==> config.mk <==
export PLATFORM = sky130hd
export DESIGN_NAME = igt_ctrl
export DESIGN_NICKNAME = d
export VERILOG_FILES = /design/src/design/iterative_global_threshold_unit_assert.svh /design/src/design/igt_pkg.sv /design/src/design/igt_ctrl.sv
export SDC_FILE = /design/constraint.sdc
export NUM_CORES = 1
export LEC_CHECK = 0
export BUFFER_PORTS_ARGS = -buffer_cell sky130_fd_sc_hd__buf_2
export CORE_UTILIZATION = 52
export DETAILED_ROUTE_END_ITERATION = 12
export PLACE_DENSITY = 0.83
export SETUP_SLACK_MARGIN = 0.1
export SYNTH_ARGS = -nofsm -noshare
export SYNTH_HDL_FRONTEND = slang
export SYNTH_SLANG_ARGS = --single-unit
export TNS_END_PERCENT = 30
==> constraint.sdc <==
create_clock -name clk -period 3.6 [get_ports clk]
set_clock_uncertainty 0.05 [all_clocks]
set_input_delay 0.36 -clock clk [delete_from_list [all_inputs] [get_ports clk]]
set_output_delay 0.36 -clock clk [all_outputs]
set_load 0.05 [all_outputs]
==> src/design/iterative_global_threshold_unit_assert.svh <==
// Assertion macros used by the top-level design file.
`ifndef ITERATIVE_GLOBAL_THRESHOLD_UNIT_ASSERT_SVH
`define ITERATIVE_GLOBAL_THRESHOLD_UNIT_ASSERT_SVH

// Consequence must hold in the same cycle as the antecedent.
`define IGT_ASSERT_SAME(lbl, ante, cons, msg) \
  lbl: assert property (@(posedge clk) disable iff (!rst_n) (ante) |-> (cons)) \
    else $error(msg);

// Consequence must hold in the cycle after the antecedent.
`define IGT_ASSERT_NEXT(lbl, ante, cons, msg) \
  lbl: assert property (@(posedge clk) disable iff (!rst_n) (ante) |=> (cons)) \
    else $error(msg);

`endif

==> src/design/igt_pkg.sv <==
package igt_pkg;

  typedef enum logic [3:0] {
    S_CLEAR, S_IDLE, S_LAST, S_MEAN, S_LOOP, S_SWEEP,
    S_DRAIN, S_CHK, S_DIV1, S_DIV2, S_UPD, S_EMIT
  } state_t;

  typedef enum logic [1:0] {
    RES_CONV, RES_EMPTY, RES_CAP, RES_OVF
  } res_t;

  typedef enum logic [1:0] {
    DSEL_MEAN, DSEL_G1, DSEL_G2
  } dsel_t;

  localparam logic REG_TOL   = 1'b0;
  localparam logic REG_MAXIT = 1'b1;

  typedef struct packed {
    logic  acc;
    logic  clr_wr;
    logic  idx_rst;
    logic  idx_inc;
    logic  sw_rd;
    logic  acc_rst;
    logic  div_start;
    dsel_t dsel;
    logic  ld_t;
    logic  ld_m1;
    logic  upd;
    logic  pass_rst;
    logic  emit;
    res_t  code;
    logic  img_clr;
  } cmd_t;

  typedef struct packed {
    logic idx_last;
    logic div_done;
    logic ovf;
    logic sw_busy;
    logic empty;
    logic conv;
    logic cap;
  } sts_t;

endpackage

==> src/design/igt_ctrl.sv <==
module igt_ctrl (
  input  logic          clk,
  input  logic          rst_n,
  input  logic          start,
  input  logic          in_last,
  input  igt_pkg::sts_t sts,
  output igt_pkg::cmd_t cmd,
  output logic          busy
);
  import igt_pkg::*;

  state_t st_r, st_nxt;
  res_t   code_r, code_nxt;

  always_ff @(posedge clk) begin
    if (!rst_n) begin
      st_r   <= S_CLEAR;
      code_r <= RES_CONV;
    end else begin
      st_r   <= st_nxt;
      code_r <= code_nxt;
    end
  end

  always_comb begin
    st_nxt   = st_r;
    code_nxt = code_r;
    cmd      = '0;
    cmd.dsel = DSEL_MEAN;
    cmd.code = code_r;
    busy     = 1'b1;
    unique case (st_r)
      S_CLEAR: begin
        cmd.clr_wr  = 1'b1;
        cmd.idx_inc = 1'b1;
        if (sts.idx_last) st_nxt = S_IDLE;
      end
      S_IDLE: begin
        busy    = 1'b0;
        cmd.acc = start;
        if (start && in_last) st_nxt = S_LAST;
      end
      S_LAST: begin
        // This cycle also lets the last histogram write land before any sweep.
        if (sts.ovf) begin
          code_nxt = RES_OVF;
          st_nxt   = S_EMIT;
        end else begin
          cmd.div_start = 1'b1;
          cmd.pass_rst  = 1'b1;
          st_nxt        = S_MEAN;
        end
      end
      S_MEAN: begin
        if (sts.div_done) begin
          cmd.ld_t = 1'b1;
          st_nxt   = S_LOOP;
        end
      end
      S_LOOP: begin
        if (sts.cap) begin
          code_nxt = RES_CAP;
          st_nxt   = S_EMIT;
        end else begin
          cmd.idx_rst = 1'b1;
          cmd.acc_rst = 1'b1;
          st_nxt      = S_SWEEP;
        end
      end
      S_SWEEP: begin
        cmd.sw_rd   = 1'b1;
        cmd.idx_inc = 1'b1;
        if (sts.idx_last) st_nxt = S_DRAIN;
      end
      S_DRAIN: begin
        if (!sts.sw_busy) st_nxt = S_CHK;
      end
      S_CHK: begin
        if (sts.empty) begin
          code_nxt = RES_EMPTY;
          st_nxt   = S_EMIT;
        end else begin
          cmd.div_start = 1'b1;
          cmd.dsel      = DSEL_G1;
          st_nxt        = S_DIV1;
        end
      end
      S_DIV1: begin
        if (sts.div_done) begin
          cmd.ld_m1     = 1'b1;
          cmd.div_start = 1'b1;
          cmd.dsel      = DSEL_G2;
          st_nxt        = S_DIV2;
        end
      end
      S_DIV2: begin
        if (sts.div_done) st_nxt = S_UPD;
      end
      S_UPD: begin
        cmd.upd = 1'b1;
        if (sts.conv) begin
          code_nxt = RES_CONV;
          st_nxt   = S_EMIT;
        end else begin
          st_nxt = S_LOOP;
        end
      end
      S_EMIT: begin
        cmd.emit    = 1'b1;
        cmd.img_clr = 1'b1;
        cmd.idx_rst = 1'b1;
        st_nxt      = S_CLEAR;
      end
      default: st_nxt = S_CLEAR;
    endcase
  end
endmodule

==> flow_summary.toml <==
[outcome]
outcome = "completed"

[clock_tree]
tritoncts = "yes"
root_buffer = "clkbuf_4"
clk_latency_ns = 0.24
cts_resized = 0
h-tree-depth = 1
cts_buffer_depth = 2
clkSinkCount = 6
cts_post_setup_buffers_inserted = 0
clk_pin_slew_ns = 0.05
numCtsBuffers = 3
cts_hold_buf = 0

[power]
combPwrFrac_pct = 67.4
irDropWorstVdd_v = 0.000649
power_frac_seq_pct = 23.9
internal_power_uw = 297
p_total_uw = 718
clkPwrFrac_pct = 8.7
p_per_area_nw_per_um2 = 798
switching_share_pct = 58.6
p_leak_nw = 0.423
p_sw_uw = 421

[timing]
hold_viol_final = 0
tightest_slew_ns = 0.738
hold_ws_ns = 0.356
finalMaxSlewViolations = 0
max_freq_ghz = 0.432
fin_ws_ns = 1.28
rsz0062_at_grt = "false"
relSlewSlack_pct = 50.7
setup_violations = 0
post-route-min-period_ns = 2.32
post-route-period-util_pct = 64.4
setup-tns-final_ns = 0

[drt]
vias = 838
wire_per_inst_um = 13.2
final_antenna_net_count = 0
viasPerCell = 5.90
route.detailed.drc = 0
wl_um = 1870
drt_first_pass_iters = 4
drtIter0Drc = 15

[synth]
synth_seq_cells = 6
synth_top_area_cell = "dfxtp_1"
synth_cell_types = 49
syn_nets = 117
synth_top_area_share_pct = 14.7
yosysWarnings = 0
ys_seq_area_share_pct = 14.7
synth-main-ff-cell = "dfxtp_1"
avgSynthCellArea_um2 = 7.73
async_flop_share_pct = 0
synthCells = 106
netlist_top_cells_area = "dfxtp_1, buf_6, nand2_1, nor2_1, mux2i_1"
synth_edf_count = 0
netlist_area_um2 = 820
yosys-top-cells-count = "nand2_1, nor2_1, buf_6, dfxtp_1"

[grt]
grt_max_degree = 25
overflow = 0
grt_first_pass_wirelength_um = 2990
grtUsageTotal_pct = 21.5
first_global_vias = 730
antenna_found_initial = 0

[setup_path]
r2r_setup_slack_ns = 1.73
critical_path.max_stage_delay_ns = 0.79
path_class = "reg2out"
path_buf_inv = 1
crit_family = "flip-flops"
cp.required_ns = 3.19
critPathSlowestCell = "dfxtp_1"
critPathMaxFanout = 23
crit_path_cell_trace = "and2b_2 -> nand2_1 -> o21ai_1 -> a21o_1 -> buf_2"
critPathArrivalTime_ns = 1.91
cp-end-kind = "output port"
startpoint_type = "flip-flop"

[placed_design]
pre_cts_slack_ns = 1.57
place_area_um2 = 877
routabilityCongestion = 0.824
hpwl_um = 1370
dpl.cell_count = 139
portBuffers = 28

[hold_path]
hp-class = "in2reg"

[floorplanning]
initial_core_util_pct = 59.3
core_area_um2 = 1380
die_w_um = 41.7
num_rows = 13
io_pins = 29
die_h_um = 41.7
die_area_um2 = 1740

[final_layout]
num_antenna_cells = 0
final_area_um2 = 900
final_layout_size_suffix_gt1_share_pct = 36.2
seq_area_um2 = 120
multi_input_area_um2 = 587
fillCellCount = 129
final_cells = 142
fin_util_pct = 65.1
nets = 140
syn_to_final_growth_pct = 9.77

[flow_run]
maxCapViolCount = 0
[worst paths after layout]
path,from,end,cells past startpoint
setup reg to reg,st_r[1]$_SDFFE_PN0P_,st_r[0]$_SDFFE_PN0P_,4
hold reg to reg,code_r[1]$_SDFFE_PN0P_,code_r[1]$_SDFFE_PN0P_,2
hold / removal,rst_n,st_r[3]$_SDFFE_PN0P_,2
setup / recovery,st_r[1]$_SDFFE_PN0P_,cmd[10],5
[registers in the layout (all words and copies together) (netlist names)]
signal,flops
st_r,4
code_r,2
[metal layers]
metal / GRT usage [%] / routed length [um]
met3: 2.61 / 123
met4: 11.0 / 15
met2: 35.3 / 930
met5: 0 / 0
met1: 27.3 / 799
[cell type report]
cell class,count,share of cell area [%]
clock buffer,3,2.50
inverter,3,1.25
multi-input combinational,87,65.2
sequential,6,13.4
tap,15,2.09
timing repair buffer,28,15.6
[kinds of logic (layout without fill, tap and decap cells)]
kind of cell,count (synthesis),count (layout),share of synthesized area (%)
AO/OA/AOI/OAI,28,28,24.7
multiplexers,3,3,3.66
AND/OR/NAND/NOR,56,56,43.2
flip-flops,6,6,14.7
buffers and inverters,13,34,13.7
[power by group through the flow]
stage / clock (mW) / combinational [mW] / sequential, mW
floorplan: 0 / 0.494 / 0.123
global placement: 0 / 0.472 / 0.167
detailed placement: 0 / 0.483 / 0.171
CTS: 0.0644 / 0.483 / 0.169
global route: 0.0683 / 0.515 / 0.181
finish: 0.0626 / 0.484 / 0.172
[cell usage in the layout, fill, tap and decap left out, drive strengths merged, types with 2 or more instances in the layout]
| cell type | count |
|---|---|
| a21o | 2 |
| a21oi | 6 |
| and2b | 4 |
| and3 | 3 |
| and4bb | 2 |
| buf | 28 |
| clkbuf | 3 |
| dfxtp | 6 |
| inv | 3 |
| mux2i | 3 |
| nand2 | 11 |
| nand2b | 3 |
| nand3 | 2 |
| nor2 | 13 |
| nor2b | 2 |
| nor3 | 4 |
| nor4b | 2 |
| o21ai | 6 |
| o22ai | 2 |
| or2 | 5 |
No activity file was read; power rests on OpenSTA's default activity.
